[src/rtl/at_sms_response_parser_unit_defines.svh]
// Assertion macros used by the parser back end.
`ifndef AT_SMS_RESPONSE_PARSER_UNIT_DEFINES_SVH
`define AT_SMS_RESPONSE_PARSER_UNIT_DEFINES_SVH

// The condition holds at every rising clock edge outside reset.
`define ATSMS_ASSERT_ALWAYS(label, cond, msg) \
	label: assert property (@(posedge clk) disable iff (!arst_n) (cond)) else $error(msg);

// The consequence holds in the cycle after the antecedent.
`define ATSMS_ASSERT_NEXT(label, ante, cons, msg) \
	label: assert property (@(posedge clk) disable iff (!arst_n) (ante) |=> (cons)) else $error(msg);

`endif

[src/rtl/atsms_pkg.sv]
// Types, codes and keyword tables of the modem response parser.
package atsms_pkg;

	typedef enum logic [2:0] {
		EV_NONE       = 3'd0,
		EV_FIELD_CHAR = 3'd1,
		EV_FIELD_END  = 3'd2,
		EV_WIFI_DONE  = 3'd3,
		EV_REG_DONE   = 3'd4,
		EV_MSG_SENT   = 3'd5,
		EV_ABORTED    = 3'd6,
		EV_HEADER     = 3'd7
	} event_t;

	localparam logic [1:0] FLD_SENDER  = 2'd0;
	localparam logic [1:0] FLD_STAMP   = 2'd1;
	localparam logic [1:0] FLD_COMMAND = 2'd2;
	localparam logic [1:0] FLD_DATA    = 2'd3;

	localparam logic [1:0] KIND_NONE = 2'd0;
	localparam logic [1:0] KIND_TEXT = 2'd1;
	localparam logic [1:0] KIND_SENT = 2'd2;

	localparam logic [3:0] STEP_IDLE       = 4'd0;
	localparam logic [3:0] STEP_HEAD       = 4'd1;
	localparam logic [3:0] STEP_SENDER     = 4'd2;
	localparam logic [3:0] STEP_SKIP_FIRST = 4'd3;
	localparam logic [3:0] STEP_SKIP_LAST  = 4'd5;
	localparam logic [3:0] STEP_STAMP      = 4'd6;
	localparam logic [3:0] STEP_LINE_END   = 4'd7;
	localparam logic [3:0] STEP_COMMAND    = 4'd8;
	localparam logic [3:0] STEP_DATA       = 4'd9;

	// Steps of a send result, which reuse the step register after its header.
	localparam logic [3:0] STEP_SENT_CR1 = 4'd1;
	localparam logic [3:0] STEP_SENT_LF1 = 4'd2;
	localparam logic [3:0] STEP_SENT_CR2 = 4'd3;
	localparam logic [3:0] STEP_SENT_LF2 = 4'd4;
	localparam logic [3:0] STEP_SENT_O   = 4'd5;
	localparam logic [3:0] STEP_SENT_K   = 4'd6;

	localparam logic [2:0] HDR_NONE  = 3'd0;
	localparam logic [2:0] HDR_PLUS  = 3'd1;
	localparam logic [2:0] HDR_C     = 3'd2;
	localparam logic [2:0] HDR_M     = 3'd3;
	localparam logic [2:0] HDR_KIND  = 3'd4;
	localparam logic [2:0] HDR_FIVE  = 3'd5;
	localparam logic [2:0] HDR_SIX   = 3'd6;

	localparam logic [5:0] WIFI_LEN = 6'd11;
	localparam logic [5:0] REG_LEN  = 6'd29;
	localparam logic [5:0] KW_POS_MAX = 6'd63;

	localparam int QUEUE_DEPTH = 2;

	typedef struct packed {
		logic [7:0] ch;
		logic is_plus;
		logic is_c;
		logic is_m;
		logic is_t;
		logic is_g;
		logic is_s;
		logic is_colon;
		logic is_quote;
		logic is_cr;
		logic is_lf;
		logic is_o;
		logic is_k;
	} byte_class_t;

	function automatic logic [7:0] wifi_char(input logic [5:0] pos);
		logic [7:0] r;
		case (pos)
			6'd0: r = "W";
			6'd1: r = "i";
			6'd2: r = "F";
			6'd3: r = "i";
			6'd4: r = "C";
			6'd5: r = "o";
			6'd6: r = "n";
			6'd7: r = "n";
			6'd8: r = "e";
			6'd9: r = "c";
			6'd10: r = "t";
			default: r = 8'h00;
		endcase
		return r;
	endfunction

	function automatic logic [7:0] reg_char(input logic [5:0] pos);
		logic [7:0] r;
		case (pos)
			6'd0: r = "P";
			6'd1: r = "L";
			6'd2: r = "M";
			6'd3: r = "S";
			6'd4: r = "-";
			6'd5: r = "U";
			6'd6: r = "n";
			6'd7: r = "i";
			6'd8: r = "t";
			6'd9: r = "R";
			6'd10: r = "e";
			6'd11: r = "g";
			6'd12: r = "i";
			6'd13: r = "s";
			6'd14: r = "t";
			6'd15: r = "e";
			6'd16: r = "r";
			6'd17: r = "R";
			6'd18: r = "e";
			6'd19: r = "s";
			6'd20: r = "p";
			6'd21: r = "o";
			6'd22: r = "n";
			6'd23: r = "s";
			6'd24: r = "e";
			6'd25: r = "-";
			6'd26: r = "C";
			6'd27: r = "L";
			6'd28: r = "Z";
			default: r = 8'h00;
		endcase
		return r;
	endfunction

endpackage

[src/rtl/atsms_front.sv]
// Front end: accepts received bytes and classifies them for the parser.
module atsms_front (
	input  logic                  rx_valid,
	input  logic [7:0]            rx_byte,
	output logic                  rx_stall,
	input  logic                  q_full,
	output logic                  push,
	output atsms_pkg::byte_class_t push_cls
);

	assign rx_stall = q_full;
	assign push     = rx_valid && !q_full;

	always_comb begin
		push_cls.ch       = rx_byte;
		push_cls.is_plus  = (rx_byte == "+");
		push_cls.is_c     = (rx_byte == "C");
		push_cls.is_m     = (rx_byte == "M");
		push_cls.is_t     = (rx_byte == "T");
		push_cls.is_g     = (rx_byte == "G");
		push_cls.is_s     = (rx_byte == "S");
		push_cls.is_colon = (rx_byte == ":");
		push_cls.is_quote = (rx_byte == 8'h22);
		push_cls.is_cr    = (rx_byte == 8'h0D);
		push_cls.is_lf    = (rx_byte == 8'h0A);
		push_cls.is_o     = (rx_byte == "O");
		push_cls.is_k     = (rx_byte == "K");
	end

endmodule

[src/rtl/atsms_queue.sv]
// Two-entry queue of classified bytes between the front end and the parser.
module atsms_queue (
	input  logic                   clk,
	input  logic                   arst_n,
	input  logic                   push,
	input  atsms_pkg::byte_class_t push_cls,
	input  logic                   pop,
	output logic                   empty,
	output logic                   full,
	output atsms_pkg::byte_class_t head_cls
);

	localparam int PTR_W = (atsms_pkg::QUEUE_DEPTH > 1) ? $clog2(atsms_pkg::QUEUE_DEPTH) : 1;
	localparam int CNT_W = $clog2(atsms_pkg::QUEUE_DEPTH + 1);

	atsms_pkg::byte_class_t mem_q [atsms_pkg::QUEUE_DEPTH];
	logic [PTR_W-1:0] wr_ptr_q;
	logic [PTR_W-1:0] rd_ptr_q;
	logic [CNT_W-1:0] count_q;

	assign empty    = (count_q == '0);
	assign full     = (count_q == CNT_W'(atsms_pkg::QUEUE_DEPTH));
	assign head_cls = mem_q[rd_ptr_q];

	always_ff @(posedge clk) begin
		if (push) begin
			mem_q[wr_ptr_q] <= push_cls;
		end
	end

	always_ff @(posedge clk or negedge arst_n) begin
		if (!arst_n) begin
			wr_ptr_q <= '0;
			rd_ptr_q <= '0;
			count_q  <= '0;
		end else begin
			if (push) begin
				wr_ptr_q <= (wr_ptr_q == PTR_W'(atsms_pkg::QUEUE_DEPTH - 1)) ? '0 : wr_ptr_q + 1'b1;
			end
			if (pop) begin
				rd_ptr_q <= (rd_ptr_q == PTR_W'(atsms_pkg::QUEUE_DEPTH - 1)) ? '0 : rd_ptr_q + 1'b1;
			end
			if (push && !pop) begin
				count_q <= count_q + 1'b1;
			end else if (pop && !push) begin
				count_q <= count_q - 1'b1;
			end
		end
	end

endmodule

[src/rtl/atsms_back.sv]
// Back end: header matcher, message body parser and registered result stage.
`include "at_sms_response_parser_unit_defines.svh"

module atsms_back #(
	parameter int SENDER_MAX  = 32,
	parameter int STAMP_MAX   = 32,
	parameter int COMMAND_MAX = 64,
	parameter int DATA_MAX    = 128
) (
	input  logic                   clk,
	input  logic                   arst_n,
	input  logic                   q_empty,
	input  atsms_pkg::byte_class_t head_cls,
	output logic                   pop,
	output logic                   res_valid,
	input  logic                   res_stall,
	output logic [2:0]             event_res,
	output logic [1:0]             field_id,
	output logic [7:0]             field_char,
	output logic                   overflow,
	output logic [3:0]             leds
);

	localparam logic [6:0] SENDER_LIM  = 7'(SENDER_MAX - 1);
	localparam logic [6:0] STAMP_LIM   = 7'(STAMP_MAX - 1);
	localparam logic [6:0] COMMAND_LIM = 7'(COMMAND_MAX - 1);
	localparam logic [6:0] DATA_LIM    = 7'(DATA_MAX - 1);

	logic [2:0] hp_q, n_hp;
	logic [1:0] kind_q, n_kind;
	logic [3:0] step_q, n_step;
	logic [6:0] fc_q, n_fc;
	logic [1:0] km_q, n_km;
	logic [5:0] kp_q, n_kp;
	logic       ov_q, n_ov;
	logic [3:0] lamp_q, n_lamp;

	logic            out_valid_q;
	atsms_pkg::event_t ev_q, o_ev;
	logic [1:0]      fid_q, o_fid;
	logic [7:0]      ch_q, o_ch;
	logic            ovo_q, o_ov;
	logic [3:0]      leds_q;

	logic            complete;
	logic            do_cap;
	logic [1:0]      cap_fid;
	logic            do_end;
	atsms_pkg::event_t end_ev;
	logic [1:0]      end_fid;
	logic [6:0]      cap_lim;
	logic            wifi_ok;
	logic            reg_ok;
	atsms_pkg::byte_class_t c;

	assign c   = head_cls;
	assign pop = !q_empty && (!out_valid_q || !res_stall);

	always_comb begin
		n_hp     = atsms_pkg::HDR_NONE;
		n_kind   = kind_q;
		n_step   = step_q;
		n_fc     = fc_q;
		n_km     = km_q;
		n_kp     = kp_q;
		n_ov     = ov_q;
		n_lamp   = lamp_q;
		o_ev     = atsms_pkg::EV_NONE;
		o_fid    = atsms_pkg::FLD_SENDER;
		o_ch     = 8'h00;
		do_cap   = 1'b0;
		cap_fid  = atsms_pkg::FLD_SENDER;
		do_end   = 1'b0;
		end_ev   = atsms_pkg::EV_FIELD_END;
		end_fid  = atsms_pkg::FLD_SENDER;
		cap_lim  = SENDER_LIM;
		wifi_ok  = km_q[0] && (kp_q == atsms_pkg::WIFI_LEN);
		reg_ok   = km_q[1] && (kp_q == atsms_pkg::REG_LEN);

		if (hp_q == atsms_pkg::HDR_NONE && c.is_plus) begin
			n_hp = atsms_pkg::HDR_PLUS;
		end else if (hp_q == atsms_pkg::HDR_PLUS && c.is_c) begin
			n_hp = atsms_pkg::HDR_C;
		end else if (hp_q == atsms_pkg::HDR_C && c.is_m) begin
			n_hp = atsms_pkg::HDR_M;
		end else if (hp_q == atsms_pkg::HDR_M && (c.is_t || c.is_g)) begin
			n_kind = c.is_t ? atsms_pkg::KIND_TEXT : atsms_pkg::KIND_SENT;
			n_hp   = atsms_pkg::HDR_KIND;
		end else if (hp_q == atsms_pkg::HDR_KIND &&
				((kind_q == atsms_pkg::KIND_TEXT && c.is_colon) ||
				(kind_q == atsms_pkg::KIND_SENT && c.is_s))) begin
			n_hp = atsms_pkg::HDR_FIVE;
		end else if (hp_q == atsms_pkg::HDR_FIVE && kind_q == atsms_pkg::KIND_SENT &&
				c.is_colon) begin
			n_hp = atsms_pkg::HDR_SIX;
		end

		complete = (n_hp == atsms_pkg::HDR_FIVE && n_kind == atsms_pkg::KIND_TEXT) ||
			(n_hp == atsms_pkg::HDR_SIX && n_kind == atsms_pkg::KIND_SENT);

		if (complete) begin
			n_hp   = atsms_pkg::HDR_NONE;
			n_fc   = 7'd0;
			n_ov   = 1'b0;
			n_km   = 2'b11;
			n_kp   = 6'd0;
			n_step = atsms_pkg::STEP_HEAD;
			n_lamp = 4'b1000;
			o_ev   = atsms_pkg::EV_HEADER;
		end else if (step_q != atsms_pkg::STEP_IDLE && n_kind == atsms_pkg::KIND_TEXT) begin
			if (step_q == atsms_pkg::STEP_HEAD) begin
				if (c.is_quote) begin
					n_step = atsms_pkg::STEP_SENDER;
				end
			end else if (step_q == atsms_pkg::STEP_SENDER) begin
				if (c.is_quote) begin
					n_step  = atsms_pkg::STEP_SKIP_FIRST;
					do_end  = 1'b1;
					end_fid = atsms_pkg::FLD_SENDER;
				end else begin
					do_cap  = 1'b1;
					cap_fid = atsms_pkg::FLD_SENDER;
				end
			end else if (step_q >= atsms_pkg::STEP_SKIP_FIRST &&
					step_q <= atsms_pkg::STEP_SKIP_LAST) begin
				if (c.is_quote) begin
					n_step = step_q + 4'd1;
				end
			end else if (step_q == atsms_pkg::STEP_STAMP) begin
				if (c.is_quote) begin
					n_step  = atsms_pkg::STEP_LINE_END;
					do_end  = 1'b1;
					end_fid = atsms_pkg::FLD_STAMP;
				end else begin
					do_cap  = 1'b1;
					cap_fid = atsms_pkg::FLD_STAMP;
				end
			end else if (step_q == atsms_pkg::STEP_LINE_END) begin
				if (c.is_lf) begin
					n_step = atsms_pkg::STEP_COMMAND;
					n_fc   = 7'd0;
					n_ov   = 1'b0;
					n_km   = 2'b11;
					n_kp   = 6'd0;
				end
			end else if (step_q == atsms_pkg::STEP_COMMAND) begin
				if (c.is_lf) begin
					n_step    = atsms_pkg::STEP_DATA;
					n_lamp[2] = 1'b1;
					do_end    = 1'b1;
					end_fid   = atsms_pkg::FLD_COMMAND;
				end else begin
					do_cap  = 1'b1;
					cap_fid = atsms_pkg::FLD_COMMAND;
				end
			end else begin
				if (wifi_ok || reg_ok) begin
					n_lamp[1] = 1'b1;
					if (c.is_cr) begin
						n_step  = atsms_pkg::STEP_IDLE;
						n_kind  = atsms_pkg::KIND_NONE;
						n_lamp  = 4'b0000;
						do_end  = 1'b1;
						end_ev  = wifi_ok ? atsms_pkg::EV_WIFI_DONE : atsms_pkg::EV_REG_DONE;
						end_fid = atsms_pkg::FLD_DATA;
					end else begin
						do_cap  = 1'b1;
						cap_fid = atsms_pkg::FLD_DATA;
					end
				end else begin
					n_step = atsms_pkg::STEP_IDLE;
					n_kind = atsms_pkg::KIND_NONE;
					n_lamp = 4'b0000;
					o_ev   = atsms_pkg::EV_ABORTED;
				end
			end
		end else if (step_q != atsms_pkg::STEP_IDLE && n_kind == atsms_pkg::KIND_SENT) begin
			if (c.is_cr && (step_q == atsms_pkg::STEP_SENT_CR1 ||
					step_q == atsms_pkg::STEP_SENT_CR2)) begin
				n_step = step_q + 4'd1;
			end else if (c.is_lf && (step_q == atsms_pkg::STEP_SENT_LF1 ||
					step_q == atsms_pkg::STEP_SENT_LF2)) begin
				n_step = step_q + 4'd1;
			end else if (c.is_o && step_q == atsms_pkg::STEP_SENT_O) begin
				n_step = atsms_pkg::STEP_SENT_K;
			end else if (c.is_k && step_q == atsms_pkg::STEP_SENT_K) begin
				n_step = atsms_pkg::STEP_IDLE;
				n_kind = atsms_pkg::KIND_NONE;
				n_lamp = 4'b0000;
				o_ev   = atsms_pkg::EV_MSG_SENT;
			end
		end

		case (cap_fid)
			atsms_pkg::FLD_SENDER:  cap_lim = SENDER_LIM;
			atsms_pkg::FLD_STAMP:   cap_lim = STAMP_LIM;
			atsms_pkg::FLD_COMMAND: cap_lim = COMMAND_LIM;
			default:                cap_lim = DATA_LIM;
		endcase

		if (do_cap) begin
			o_fid = cap_fid;
			if (fc_q < cap_lim) begin
				n_fc = fc_q + 7'd1;
				o_ev = atsms_pkg::EV_FIELD_CHAR;
				o_ch = c.ch;
				if (cap_fid == atsms_pkg::FLD_COMMAND) begin
					if (!(kp_q < atsms_pkg::WIFI_LEN && atsms_pkg::wifi_char(kp_q) == c.ch)) begin
						n_km[0] = 1'b0;
					end
					if (!(kp_q < atsms_pkg::REG_LEN && atsms_pkg::reg_char(kp_q) == c.ch)) begin
						n_km[1] = 1'b0;
					end
					if (kp_q < atsms_pkg::KW_POS_MAX) begin
						n_kp = kp_q + 6'd1;
					end
				end
			end else begin
				n_ov = 1'b1;
				if (cap_fid == atsms_pkg::FLD_COMMAND) begin
					n_km = 2'b00;
				end
			end
		end

		if (do_end) begin
			o_ev  = end_ev;
			o_fid = end_fid;
			n_fc  = 7'd0;
			n_ov  = 1'b0;
		end

		o_ov = do_end ? ov_q : n_ov;
	end

	always_ff @(posedge clk or negedge arst_n) begin
		if (!arst_n) begin
			hp_q        <= atsms_pkg::HDR_NONE;
			kind_q      <= atsms_pkg::KIND_NONE;
			step_q      <= atsms_pkg::STEP_IDLE;
			fc_q        <= 7'd0;
			km_q        <= 2'b11;
			kp_q        <= 6'd0;
			ov_q        <= 1'b0;
			lamp_q      <= 4'b0000;
			out_valid_q <= 1'b0;
		end else begin
			if (pop) begin
				hp_q        <= n_hp;
				kind_q      <= n_kind;
				step_q      <= n_step;
				fc_q        <= n_fc;
				km_q        <= n_km;
				kp_q        <= n_kp;
				ov_q        <= n_ov;
				lamp_q      <= n_lamp;
				out_valid_q <= 1'b1;
			end else if (!res_stall) begin
				out_valid_q <= 1'b0;
			end
		end
	end

	always_ff @(posedge clk) begin
		if (pop) begin
			ev_q   <= o_ev;
			fid_q  <= o_fid;
			ch_q   <= o_ch;
			ovo_q  <= o_ov;
			leds_q <= n_lamp;
		end
	end

	assign res_valid  = out_valid_q;
	assign event_res  = ev_q;
	assign field_id   = fid_q;
	assign field_char = ch_q;
	assign overflow   = ovo_q;
	assign leds       = leds_q;

	`ATSMS_ASSERT_NEXT(a_header_starts_body, pop && complete,
		step_q == atsms_pkg::STEP_HEAD && hp_q == atsms_pkg::HDR_NONE && lamp_q == 4'b1000,
		"Header request did not start the body parser")
	`ATSMS_ASSERT_ALWAYS(a_lamp_bit0_clear, !lamp_q[0], "Completion lamp left set")
	`ATSMS_ASSERT_ALWAYS(a_char_counted,
		!(out_valid_q && ev_q == atsms_pkg::EV_FIELD_CHAR) || fc_q != 7'd0,
		"Field character delivered without a count")
	`ATSMS_ASSERT_ALWAYS(a_end_returns_idle,
		!(out_valid_q && (ev_q == atsms_pkg::EV_MSG_SENT || ev_q == atsms_pkg::EV_ABORTED ||
		ev_q == atsms_pkg::EV_WIFI_DONE || ev_q == atsms_pkg::EV_REG_DONE)) ||
		(step_q == atsms_pkg::STEP_IDLE && kind_q == atsms_pkg::KIND_NONE),
		"Parser not idle after a closing request")

endmodule

[src/rtl/at_sms_response_parser_unit.sv]
// Top level of the modem response parser: front end, queue and parser back end.
//
// The rx channel takes one modem byte per request (rx_valid, rx_stall, rx_byte).
// Every accepted byte yields exactly one result on the res channel (res_valid,
// res_stall) carrying event_res, field_id, field_char, overflow and leds.
// Bytes are classified on entry and held in a two-entry queue; while res_stall
// is low, the parser back end takes one byte per cycle from the queue into a
// registered result stage. A byte is held in the queue and then in the result
// stage before its result shows, and the block sustains one byte per clock cycle
// while res_stall is low; the back end's per-byte state update sets that rate.
// When the receiver stalls, the current result holds, the queue fills, and
// rx_stall rises once both queue entries are taken; no byte or result is lost.
// Reset clears the header matcher, the body parser, the lamps and the queue,
// and leaves no result pending. The field length limits are set by the
// SENDER_MAX, STAMP_MAX, COMMAND_MAX and DATA_MAX parameters; characters past
// a limit are dropped and reported through overflow.
module at_sms_response_parser_unit #(
	parameter int SENDER_MAX  = 32,
	parameter int STAMP_MAX   = 32,
	parameter int COMMAND_MAX = 64,
	parameter int DATA_MAX    = 128
) (
	input  logic       clk,
	input  logic       arst_n,
	input  logic       rx_valid,
	output logic       rx_stall,
	input  logic [7:0] rx_byte,
	output logic       res_valid,
	input  logic       res_stall,
	output logic [2:0] event_res,
	output logic [1:0] field_id,
	output logic [7:0] field_char,
	output logic       overflow,
	output logic [3:0] leds
);

	logic                   push;
	logic                   pop;
	logic                   q_empty;
	logic                   q_full;
	atsms_pkg::byte_class_t push_cls;
	atsms_pkg::byte_class_t head_cls;

	atsms_front u_front (
		.rx_valid (rx_valid),
		.rx_byte  (rx_byte),
		.rx_stall (rx_stall),
		.q_full   (q_full),
		.push     (push),
		.push_cls (push_cls)
	);

	atsms_queue u_queue (
		.clk      (clk),
		.arst_n   (arst_n),
		.push     (push),
		.push_cls (push_cls),
		.pop      (pop),
		.empty    (q_empty),
		.full     (q_full),
		.head_cls (head_cls)
	);

	atsms_back #(
		.SENDER_MAX  (SENDER_MAX),
		.STAMP_MAX   (STAMP_MAX),
		.COMMAND_MAX (COMMAND_MAX),
		.DATA_MAX    (DATA_MAX)
	) u_back (
		.clk        (clk),
		.arst_n     (arst_n),
		.q_empty    (q_empty),
		.head_cls   (head_cls),
		.pop        (pop),
		.res_valid  (res_valid),
		.res_stall  (res_stall),
		.event_res  (event_res),
		.field_id   (field_id),
		.field_char (field_char),
		.overflow   (overflow),
		.leds       (leds)
	);

endmodule

[config.mk]
export PLATFORM = sky130hd
export DESIGN_NAME = at_sms_response_parser_unit
export DESIGN_NICKNAME = d
export VERILOG_FILES = /design/src/rtl/atsms_pkg.sv /design/src/rtl/atsms_front.sv /design/src/rtl/atsms_queue.sv /design/src/rtl/atsms_back.sv /design/src/rtl/at_sms_response_parser_unit.sv
export VERILOG_INCLUDE_DIRS = /design/src /design/src/rtl
export SDC_FILE = /design/constraint.sdc
export NUM_CORES = 1
export LEC_CHECK = 0
export BUFFER_PORTS_ARGS = -buffer_cell sky130_fd_sc_hd__buf_2
export CORE_MARGIN = 4
export CORE_UTILIZATION = 45
export CTS_CLUSTER_SIZE = 28
export DETAILED_ROUTE_END_ITERATION = 8
export REMOVE_ABC_BUFFERS = 1
export SLEW_MARGIN = 20
export SYNTH_ARGS = -nofsm -noshare
export SYNTH_HDL_FRONTEND = slang
export SYNTH_SLANG_ARGS = --single-unit
[constraint.sdc]
create_clock -name clk -period 5.55 [get_ports clk]
set_input_delay 0.555 -clock clk [delete_from_list [all_inputs] [get_ports clk]]
set_output_delay 0.555 -clock clk [all_outputs]
set_load 0.02 [all_outputs]
; ---- After elaboration in Yosys (flattened, before gate mapping)
; Memories as Yosys holds them, arrays and structs flattened.
; Cells that the tools add are included.
[classes]
div = 0
n_mul = 0
mux = 210
order_cmp = 6
n_eq_ne = 46
n_addsub = 7
n_reduce_logical = 50
n_bitwise = 0
shifts = 0
[op_table]
columns = operator, n
row1 = 2-to-1 mux 4 bit, 35
row2 = 2-to-1 mux 2 bit, 59
row3 = 2-to-1 mux 3 bit, 35
row4 = 2-to-1 mux 7 bit, 11
row5 = 2-to-1 mux 6 bit, 12
row6 = 2-to-1 mux 8 bit, 8
row7 = == test 8 x 7 -> 1 bit (second input constant), 7
row8 = 2-to-1 mux 1 bit, 49
row9 = logical AND 1 bit, 26
row10 = == test 8 x 6 -> 1 bit (second input constant), 3
row11 = == test 4 x 3 -> 1 bit (second input constant), 4
row12 = == test 8 x 4 -> 1 bit (second input constant), 2
row13 = == test 8 bit, 2
row14 = inequality test 4 x 3 -> 1 bit (second input constant), 4
row15 = inequality test 8 x 6 -> 1 bit (second input constant), 2
row16 = one-hot mux 7 bit (2 select lines), 1
row17 = == test 3 bit (second input constant), 4
row18 = inequality test 10 x 8 -> 1 bit (second input constant), 1
row19 = AND reduction 10 bit, 1
row20 = == test 2 bit (second input constant), 4
row21 = == test 4 x 2 -> 1 bit (second input constant), 2
row22 = adder 7 x 1 -> 7 bit (second input constant), 1
row23 = logical OR 1 bit, 7
row24 = less-than comparator 7 bit, 1
row25 = 27 further kinds, 38
[totals]
memories = 3
ff_bits = 52
romBits = 336
ramBits = 40
latchBits = 0
out_inout_bits = 20
elab_cells = 339
inputBits = 12
[memory_table]
columns = memory, depth, width, read_ports, rd_ports_with_merged_regs, write_ports, line
row1 = (no name shown), 32, 7, 1, 0, 0, atsms_pkg.sv:93  ; case (pos)
row2 = (no name shown), 16, 7, 1, 0, 0, atsms_pkg.sv:74  ; case (pos)
row3 = u_queue.mem_q, 2, 20, 1, 0, 1, atsms_queue.sv:16  ; atsms_pkg::byte_class_t mem_q [atsms_pkg::QUEUE_DEPTH];

; ---- Logic depth before layout (Yosys ltp)
; Gate-level depths: netlist of the first run.
[logic_depth]
depth_word = 25
mapped_depth = 16
ltp_nobuf = 14

; ---- Hierarchy
; A second synthesis of the first run with hierarchy kept.
[hier_totals]
cells_unflattened = 555
area_unflattened_um2 = 5851.9
[by_module_without_submodules]
columns = module, seq_area_each_um2, cells_each, area_each_um2, instances
row1 = atsms_back, 1293.7, 444, 3892.5, 1
row2 = atsms_queue, 1301.2, 78, 1707.9, 1
row3 = atsms_front, 0.0, 33, 251.5, 1

; ---- Least setup slack after synthesis of the first run
; OpenSTA, ideal clock, no wires.
[synth_path]
kind = reg-to-reg
start = reg u_back.step_q[0]
end = reg u_back.ev_q[0] (netlist: u_back.event_res[0]) (data pin)
required_ps = 5262
synth_period_minus_slack_ps = 3942
setup_ps = 288
path_stages_with_launch = 16
arrival_time_ps = 3654
slack_ps = 1608
n_path_buf = 3
cell_sequence = dfrtp_1 > inv_1 > ha_1 > clkbuf_1 > a2111oi_0 > nor2_1 > a2111o_1 > nand2b_1 > ha_1 > nand4_1 > o21ai_0 > o21bai_1 > or2_1 > buf_6 > clkbuf_1 > o311ai_0
[synth_via]
elab_chain_cells = 16
word_cells_on_any_way = 74
classes_between = order compare: 3 / eq/ne: 10 / mux: 49 / reduce/logical: 12
[synth_lines]
columns = item, line
row1 = from (decl), atsms_back.sv:31  ; logic [3:0] step_q, n_step;
row2 = from (signal assigned), atsms_back.sv:240  ; step_q <= atsms_pkg::STEP_IDLE;
row3 = from (signal assigned), atsms_back.sv:251  ; step_q <= n_step;
row4 = == test 4 bit, atsms_back.sv:146  ; end else if (step_q == atsms_pkg::STEP_COMMAND) begin
row5 = 2-to-1 mux 2 bit, atsms_back.sv:146
row6 = 2-to-1 mux 2 bit, atsms_back.sv:138  ; end else if (step_q == atsms_pkg::STEP_LINE_END) begin
row7 = 2-to-1 mux 2 bit, atsms_back.sv:129  ; end else if (step_q == atsms_pkg::STEP_STAMP) begin
row8 = 2-to-1 mux 2 bit, atsms_back.sv:124  ; end else if (step_q >= atsms_pkg::STEP_SKIP_FIRST &&
row9 = 2-to-1 mux 2 bit, atsms_back.sv:115  ; end else if (step_q == atsms_pkg::STEP_SENDER) begin
row10 = 2-to-1 mux 2 bit, atsms_back.sv:111  ; if (step_q == atsms_pkg::STEP_HEAD) begin
row11 = 2-to-1 mux 2 bit, atsms_back.sv:110  ; end else if (step_q != atsms_pkg::STEP_IDLE && n_kind == atsms_pkg::KIND_TEXT) begin
row12 = 2-to-1 mux 2 bit, atsms_back.sv:101  ; if (complete) begin
row13 = == test 2 x 1 -> 1 bit or zero test 2 bit (tied branches), atsms_back.sv:194  ; case (cap_fid)
row14 = OR reduction 2 bit (no line), -
row15 = one-hot mux 7 bit (2 select lines), atsms_back.sv:194
row16 = less-than comparator 7 bit, atsms_back.sv:203  ; if (fc_q < cap_lim) begin
row17 = 2-to-1 mux 3 bit, atsms_back.sv:203
row18 = 2-to-1 mux 3 bit, atsms_back.sv:201  ; if (do_cap) begin
row19 = 2-to-1 mux 3 bit (*), atsms_back.sv:226  ; if (do_end) begin
row20 = via u_back.o_ev[0], atsms_back.sv:39  ; atsms_pkg::event_t ev_q, o_ev;
row21 = to (signal assigned), atsms_back.sv:266  ; ev_q <= o_ev;
row22 = to (decl), atsms_back.sv:39
; Mark *: on every way through the listed nets, which the timed path passes. The rest lies on a longest branch.
; A chain may end at the register's enable or synchronous reset.

; ---- Final worst setup path of the first run
[layout_path]
start = reg u_queue.rd_ptr_q
end = reg u_back.fc_q[3]
[layout_via]
elab_chain_cells = 20
word_cells_on_any_way = 83
classes_between = order compare: 1 / eq/ne: 6 / mux: 59 / reduce/logical: 16 / memory: 1
[layout_lines]
columns = item, line
row1 = from (decl), atsms_queue.sv:18  ; logic [PTR_W-1:0] rd_ptr_q;
row2 = from (signal assigned), atsms_queue.sv:41  ; rd_ptr_q <= (rd_ptr_q == PTR_W'(atsms_pkg::QUEUE_DEPTH - 1)) ? '0 : rd_ptr_q + 1'b1;
row3 = memory (2 x 20 bit) (*), -
row4 = "logical AND 1 bit, on equally long branches", "atsms_back.sv:90, atsms_back.sv:91"
row5 = logical OR 1 bit, atsms_back.sv:90  ; ((kind_q == atsms_pkg::KIND_TEXT && c.is_colon) ||
row6 = logical AND 1 bit, atsms_back.sv:89  ; end else if (hp_q == atsms_pkg::HDR_KIND &&
row7 = 2-to-1 mux 3 bit, atsms_back.sv:89
row8 = 2-to-1 mux 3 bit, atsms_back.sv:86  ; end else if (hp_q == atsms_pkg::HDR_M && (c.is_t || c.is_g)) begin
row9 = 2-to-1 mux 3 bit, atsms_back.sv:84  ; end else if (hp_q == atsms_pkg::HDR_C && c.is_m) begin
row10 = 2-to-1 mux 3 bit, atsms_back.sv:82  ; end else if (hp_q == atsms_pkg::HDR_PLUS && c.is_c) begin
row11 = [... 4 more ...], -
row12 = 2-to-1 mux 2 bit, atsms_back.sv:101
row13 = == test 2 x 1 -> 1 bit or zero test 2 bit (tied branches), atsms_back.sv:194
row14 = OR reduction 2 bit (no line), -
row15 = one-hot mux 7 bit (2 select lines), atsms_back.sv:194
row16 = less-than comparator 7 bit, atsms_back.sv:203
row17 = 2-to-1 mux 7 bit, atsms_back.sv:203
row18 = 2-to-1 mux 7 bit, atsms_back.sv:201
row19 = 2-to-1 mux 7 bit (*), atsms_back.sv:226
row20 = to (signal assigned), atsms_back.sv:252  ; fc_q <= n_fc;
row21 = to (decl), atsms_back.sv:32  ; logic [6:0] fc_q, n_fc;
; Every way passes the cells marked *; elsewhere a longest branch is shown, timed or not.

==> results of run 1 <==
[critical path: cells and delay by family, from the launching register on]
kind	cells	cell delay [ns]
adders and majority gates	1	0.31
DFF	1	0.73
muxes	1	0.42
AOI/OAI and AO/OA	7	2.49
and+or+nand+nor	3	0.82
[cell usage in the layout (no fill, tap or decap), types with 8 or more instances in the layout]
master,instances
nand2b_1,14
mux2i_1,23
o21ai_0,29
nor4_1,9
clkbuf_16,9
xor2_1,11
nand2_1,37
dfrtp_1,32
inv_1,18
nor2_1,48
nor3_1,16
edfxtp_1,58
a31oi_1,13
a21oi_1,26
nor2b_1,9
buf_2,31
and3_1,8
nand3_1,13
ha_1,16
mux2_2,9
[cell families (layout without fill, tap and decap cells)]
| logic type | Yosys count | after routing |
|---|---|---|
| AOI/OAI and AO/OA | 153 | 153 |
| xor gates and xnor gates | 18 | 18 |
| adders and majority gates | 17 | 17 |
| buffers and inverters | 44 | 71 |
| DFF | 92 | 92 |
| muxes | 35 | 35 |
| and+or+nand+nor | 194 | 194 |
[power by group]
group	total [uW]	internal, uW	leakage (uW)	switching (uW)
combinational	661	238	0.00133	422
clock	587	312	0.000136	275
sequential	998	904	0.000976	94.2
[routing by layer]
metal  GRT usage, %  vias to the layer above  wire length, um
met5              0                        -                0
met4           7.37                        0              331
met3           4.15                       27              820
met2           29.5                      156             6150
met1           27.3                     2187             6350
li1               -                     2158                -
[through the flow]
step | hold slack, ns | util [%] | cells | worst slack (ns) | total power, uW
floorplan | 0.259 | - | 527 | 1.17 | 1450
global placement | 0.477 | 48.8 | 732 | 0.974 | 1670
detailed placement | 0.486 | 48.8 | 732 | 0.734 | 1680
CTS | 0.349 | 51.2 | 748 | 0.709 | 2270
global route | 0.389 | 51.2 | 748 | 0.287 | 2370
finish | 0.306 | 51.2 | 748 | 0.655 | 2250
[final cells by class]
| class | instances | area (um^2) | area share, % |
|---|---|---|---|
| multi-input cells | 417 | 2840 | 45.9 |
| flip-flops and latches | 92 | 2590 | 41.9 |
| clock buffers | 10 | 229 | 3.69 |
| well taps | 168 | 210 | 3.39 |
| repair buffers | 37 | 200 | 3.23 |
| inverters | 18 | 67.6 | 1.09 |
| clock inverters | 6 | 53.8 | 0.868 |
[registers in the layout, indices dropped and copies added (netlist names)]
name / count
u_back.event_res: 3
u_back.fc_q: 7
u_back.field_char: 8
u_back.field_id: 2
u_back.hp_q: 3
u_back.kind_q: 2
u_back.km_q: 2
u_back.kp_q: 6
u_back.lamp_q: 4
u_back.leds: 4
u_back.ov_q: 1
u_back.overflow: 1
u_back.res_valid: 1
u_back.step_q: 4
u_queue.count_q: 2
u_queue.mem_q: 40
u_queue.rd_ptr_q: 1
u_queue.wr_ptr_q: 1
[worst min path at each step]
stage | start | endpoint | cells after the start
after floorplan | arst_n | u_back.fc_q[0] | 0
after global placement | u_queue.wr_ptr_q | u_queue.wr_ptr_q | 1
after detailed placement | u_queue.wr_ptr_q | u_queue.wr_ptr_q | 1
final | arst_n | u_back.fc_q[6] | 1
after global routing | arst_n | u_queue.count_q[1] | 1
after CTS | arst_n | u_back.kp_q[5] | 1
==> run_results.csv, run 1 <==
group,metric,value,unit
outcome,status,"finished, final reports clean",
finish,nNetsFinal,603,
synthesis,syn_area,0.00561,mm^2
setup_path,setup.worst_path.end_class,"flip-flop",
setup_path,worstSetupStartpoint,"u_queue.rd_ptr_q",
grt,grt_pass1_wl,22200,um
floorplanning,io-pin-count,32,
synthesis,ys_top_cells_by_count,"edfxtp_1 (58), nor2_1 (48), nand2_1 (37)",
synthesis,netlist.area_leader.share,31.1,%
synthesis,synth-seq-cells,92,
power,p_leak,0.00244,uW
setup_path,cp_max_fo,16,
finish,syn_to_final_growth,10.5,%
setup_path,crit_slowest_cell,"dfrtp_1",
synthesis,synth_largest_area_cell,"edfxtp_1",
finish,finalInstanceArea,0.00620,mm^2
placement,io_buffers,31,
setup_path,critPathKind,"flip-flop to flip-flop",
sta,fin_skew,0.00703,ns
placement,placed_area,0.00592,mm^2
clock_network,cts_buffer_depth,2,
synthesis,syn_inst,553,
drt,drtPass1Iterations,5,
setup_path,reg2reg_depth,12,
synthesis,ys.warnings.count,0,
synthesis,synth_area_per_cell,10.1,um^2
setup_path,r2r-end,"u_back.fc_q[3]",
job,drv_cap,0,
synthesis,synth-main-ff-cell,"edfxtp_1",
synthesis,synth_top_family_by_area,"compound AO/OA/AOI/OAI gates",
sta,worst_slew_pin_slew,1.05,ns
synthesis,synthArstFlopShare,37.0,%
sta,relSlewSlack,29.8,%
finish,insertedDiodeCount,0,
floorplanning,dieArea,0.0143,mm^2
synthesis,synth.most_common_cell,"edfxtp_1",
drt,ant_nets,0,
floorplanning,die_h,120,um
synthesis,ys_seq_area_share,46.3,%
setup_path,cp.required,5.78,ns
power,power.density,362,mW/mm^2
clock_network,hold_buffers,0,
synthesis,synth-edff-count,58,
grt,antenna_found_initial,0,
floorplanning,core_area,0.0121,mm^2
clock_network,post-cts-setup-buffers,0,
synthesis,yosysUniqueCellTypes,78,
hold_path,worstHoldPathType,"input pin to async pin",
clock_network,cts.sinks,92,
grt,grt_overflow_total,0,
synthesis,synth-simple-area-share,18.6,%
drt,drc_errors,0,
synthesis,synth_compound_area_share,18.7,%
synthesis,netlist_top_cells_area,"edfxtp_1 (31%), dfrtp_1 (14%), mux2i_1 (4.1%)",
sta,finalCriticalPeriod,4.90,ns
floorplanning,die_x,120,um
sta,rsz0062_at_grt,"false",
synthesis,synthMuxAreaShare,6.78,%
synthesis,synth-xor-area-share,2.81,%
clock_network,cts_tree,"done",
sta,hold_viol,0,
setup_path,slowest_delay,0.73,ns
setup_path,arrival,5.13,ns
power,vdd_drop_max,254,uV
grt,grt_pass1_vias,4276,
setup_path,crit_path_end,"u_back.fc_q[3]",
placement,hpwl,9540,um
clock_network,cts.clk_slew.worst_paths,0.07,ns
finish,n_fill_cell,1142,
setup_path,rr_startpoint,"u_queue.rd_ptr_q",
clock_network,cts_htree_levels,3,
setup_path,reg2reg_setup_slack,0.65,ns
setup_path,path_cells,"mux2_2 -> o211ai_1 -> o31ai_1 -> a2111o_1 -> nand2b_1 -> ha_1 -> nand4_1 -> o21ai_0 -> o21bai_1 -> or2_1 -> o21ai_0 -> a311o_1",
grt,track_usage,19.4,%
sta,timing.fmax,204,MHz
clock_network,cts_root_buffer,"clkbuf_16",
floorplanning,initial_core_util,46.3,%
drt,vias,4528,
drt,routed_wl,13600,um
floorplanning,num_rows,40,
sta,finalSetupViolCount,0,
setup_path,crit_top_cell,"o21ai_0",
grt,grt_max_degree,35,
clock_network,clock_latency,0.35,ns
sta,slew_viol_final,0,
finish,drive_gt1_share,13.3,%
placement,place_congestion,0.923,
setup_path,crit_path_start_kind,"flip-flop",
clock_network,cts_buffers,9,
drt,routed_via_density,6.05,
drt,first_iter_violations,331,
clock_network,cts-resized-gates,0,
synthesis,synth_fa_ha_area_share,3.75,%
sta,finalCritPeriodShare,88.2,%
drt,wl_per_cell,18.2,um
sta,tns,0,ns
No activity file was read; power rests on OpenSTA's default activity.
==> run 2, diff against run 1 <==
--- a/config.mk
+++ b/config.mk
@@ -6,6 +6,7 @@
 export SDC_FILE = /design/constraint.sdc
 export NUM_CORES = 1
 export LEC_CHECK = 0
+export ABC_AREA = 1
 export BUFFER_PORTS_ARGS = -buffer_cell sky130_fd_sc_hd__buf_2
 export CORE_MARGIN = 4
 export CORE_UTILIZATION = 45
==> constraint.sdc (replaced) <==
create_clock -name clk -period 5.55 [get_ports clk]
set_input_delay 0.555 -clock clk [delete_from_list [all_inputs] [get_ports clk]]
set_output_delay 0.555 -clock clk [all_outputs]
set_load 0.05 [all_outputs]
==> run_results.csv, run 2 <==
group,metric,value,unit
floorplanning,die_h,121,um
synthesis,synth-seq-cells,92,
synthesis,ys.warnings.count,0,
synthesis,ys_top_cells_by_count,"nand2_1 (175), inv_1 (81), nand3_1 (65), nor2_1 (65), edfxtp_1 (58)",
floorplanning,core_area,0.0126,mm^2
finish,largest_register_ffs,40,
clock_network,hold_buffers,0,
drt,drtPass1Iterations,6,
grt,antenna_found_initial,0,
synthesis,synthArstFlopShare,37.0,%
setup_path,crit_path_start_kind,"flip-flop",
setup_path,crit_family,"simple AND/OR/NAND/NOR gates",
setup_path,path_cells,"inv_2 -> nand2_1 -> nand2_1 -> nand2_2 -> nand2_2 -> nand2_2 -> nand4_2 -> nor2_1 -> nand2_2 -> inv_1 -> nand2_1 -> ha_1 -> a21o_1 -> a21oi_1 -> inv_1 -> nor3_4 -> nand3_4 -> nand2_1 -> nand2_1 -> nand2_1 -> nand2_1",
clock_network,cts_buffers,9,
sta,timing.fmax,247,MHz
synthesis,synth-main-ff-cell,"edfxtp_1",
drt,first_iter_violations,372,
clock_network,cts.clk_slew.worst_paths,0.07,ns
finish,drive_gt1_share,15.2,%
synthesis,netlist.area_leader.share,30.3,%
finish,syn_to_final_growth,11.0,%
setup_path,crit_slowest_cell,"dfrtp_1",
sta,fin_skew,0.0117,ns
sta,whs,0.281,ns
sta,slew_viol_final,0,
floorplanning,num_rows,41,
job,drv_cap,0,
finish,final_core_util,50.8,%
grt,grt_pass1_wl,22200,um
synthesis,synth_area_per_cell,8.14,um^2
drt,wl_per_cell,14.5,um
synthesis,syn_inst,706,
clock_network,cts_tree,"done",
drt,routed_wl,13300,um
placement,io_buffers,31,
sta,tns,0,ns
floorplanning,io-pin-count,32,
clock_network,cts_buffer_depth,2,
drt,routed_via_density,5.16,
outcome,status,"finished, final reports clean",
setup_path,critPathKind,"flip-flop to flip-flop",
finish,layout_common_cells,"nand2_1 (175), inv_1 (81), nor2_1 (65), nand3_1 (65), edfxtp_1 (58)",
finish,insertedDiodeCount,0,
setup_path,cp_max_fo,21,
synthesis,ys_seq_area_share,45.2,%
grt,grt_overflow_total,0,
floorplanning,die_x,121,um
drt,ant_nets,0,
synthesis,synth.most_common_cell,"nand2_1",
setup_path,arrival,4.31,ns
placement,hpwl,9910,um
setup_path,crit_top_cell,"nand2_1",
synthesis,yosysUniqueCellTypes,53,
grt,grt_max_degree,40,
clock_network,cts_root_buffer,"clkbuf_16",
grt,grt_pass1_vias,4489,
power,power.density,386,mW/mm^2
finish,final_cells,914,
finish,nNetsFinal,765,
setup_path,setup.worst_path.end_class,"flip-flop",
placement,dpl.cell_count,898,
setup_path,crit_buf_inv,3,
synthesis,syn_area,0.00575,mm^2
floorplanning,initial_core_util,45.7,%
clock_network,cts-resized-gates,0,
power,vdd_drop_max,339,uV
grt,track_usage,19.2,%
clock_network,cts_htree_levels,3,
sta,worst_slew_pin_slew,0.821,ns
power,p_leak,0.00294,uW
synthesis,synth_largest_area_cell,"edfxtp_1",
floorplanning,dieArea,0.0146,mm^2
finish,n_fill_cell,1185,
setup_path,slowest_delay,0.81,ns
sta,hold_viol,0,
sta,finalCriticalPeriod,4.05,ns
sta,relSlewSlack,45.3,%
synthesis,synth-edff-count,58,
placement,place_congestion,0.889,
sta,rsz0062_at_grt,"false",
sta,finalSetupViolCount,0,
finish,final_common_cell,"nand2_1",
finish,regMostFlops,"u_queue.mem_q",
clock_network,clock_latency,0.36,ns
hold_path,worstHoldPathType,"input pin to async pin",
drt,drc_errors,0,
clock_network,post-cts-setup-buffers,0,
clock_network,cts.sinks,92,
synthesis,netlist_top_cells_area,"edfxtp_1 (30%), dfrtp_1 (14%), nand2_1 (11%)",
drt,vias,4715,
sta,finalCritPeriodShare,73.0,%
setup_path,cp.required,5.80,ns
-- run 2: final cells by class --
class	instances	area (um^2)	share of cell area, %
clock inverter	7	83.8	1.31
sequential	92	2590	40.7
timing repair buffer	36	193	3.02
multi-input combinational	504	2720	42.6
tap	172	215	3.37
inverter	94	353	5.53
clock buffer	9	225	3.53
-- run 2: logic make-up after synthesis --
group                      share of synthesized area (%)
and+or+nand+nor                                     30.6
buffers and inverters                               7.66
DFF                                                 45.2
AOI/OAI and AO/OA                                   9.49
xor gates and xnor gates                            2.74
adders and majority gates                           3.48
muxes                                              0.871
-- run 2: worst paths after layout --
path	depth (start not counted)	startpoint	end	slack (ns)
setup reg to reg	21	u_queue.rd_ptr_q	u_back.kp_q[2]	1.50
hold reg to reg	2	u_back.ov_q	u_back.ov_q	0.48
min in group clk	1	rx_byte[6]	u_queue.mem_q[1][18]	0.44
setup / recovery	21	u_queue.rd_ptr_q	u_back.kp_q[2]	1.50
max in group asynchronous	1	arst_n	u_back.step_q[2]	4.73
hold / removal	1	arst_n	u_back.kp_q[3]	0.28
-- run 2: metrics by stage --
stage	instance area, um^2	setup slack, ns	power (uW)
after CTS	6380	1.46	2490
after global placement	6070	1.58	1830
after floorplan	5660	1.73	1610
after global routing	6380	1.03	2600
final	6380	1.50	2460
after detailed placement	6070	1.48	1850
-- run 2: per-layer routing --
metal / GRT usage (%) / vias up / part of all wire (%)
li1: - / 2405 / -
met1: 26.3 / 2178 / 48
met2: 30.4 / 112 / 47
met3: 3.26 / 20 / 3.6
met4: 7.51 / 0 / 1.9
met5: 0 / - / 0
-- run 2: where the power goes --
group,switching (uW),internal (uW)
clock network,285,358
registers,79.9,915
logic,612,211
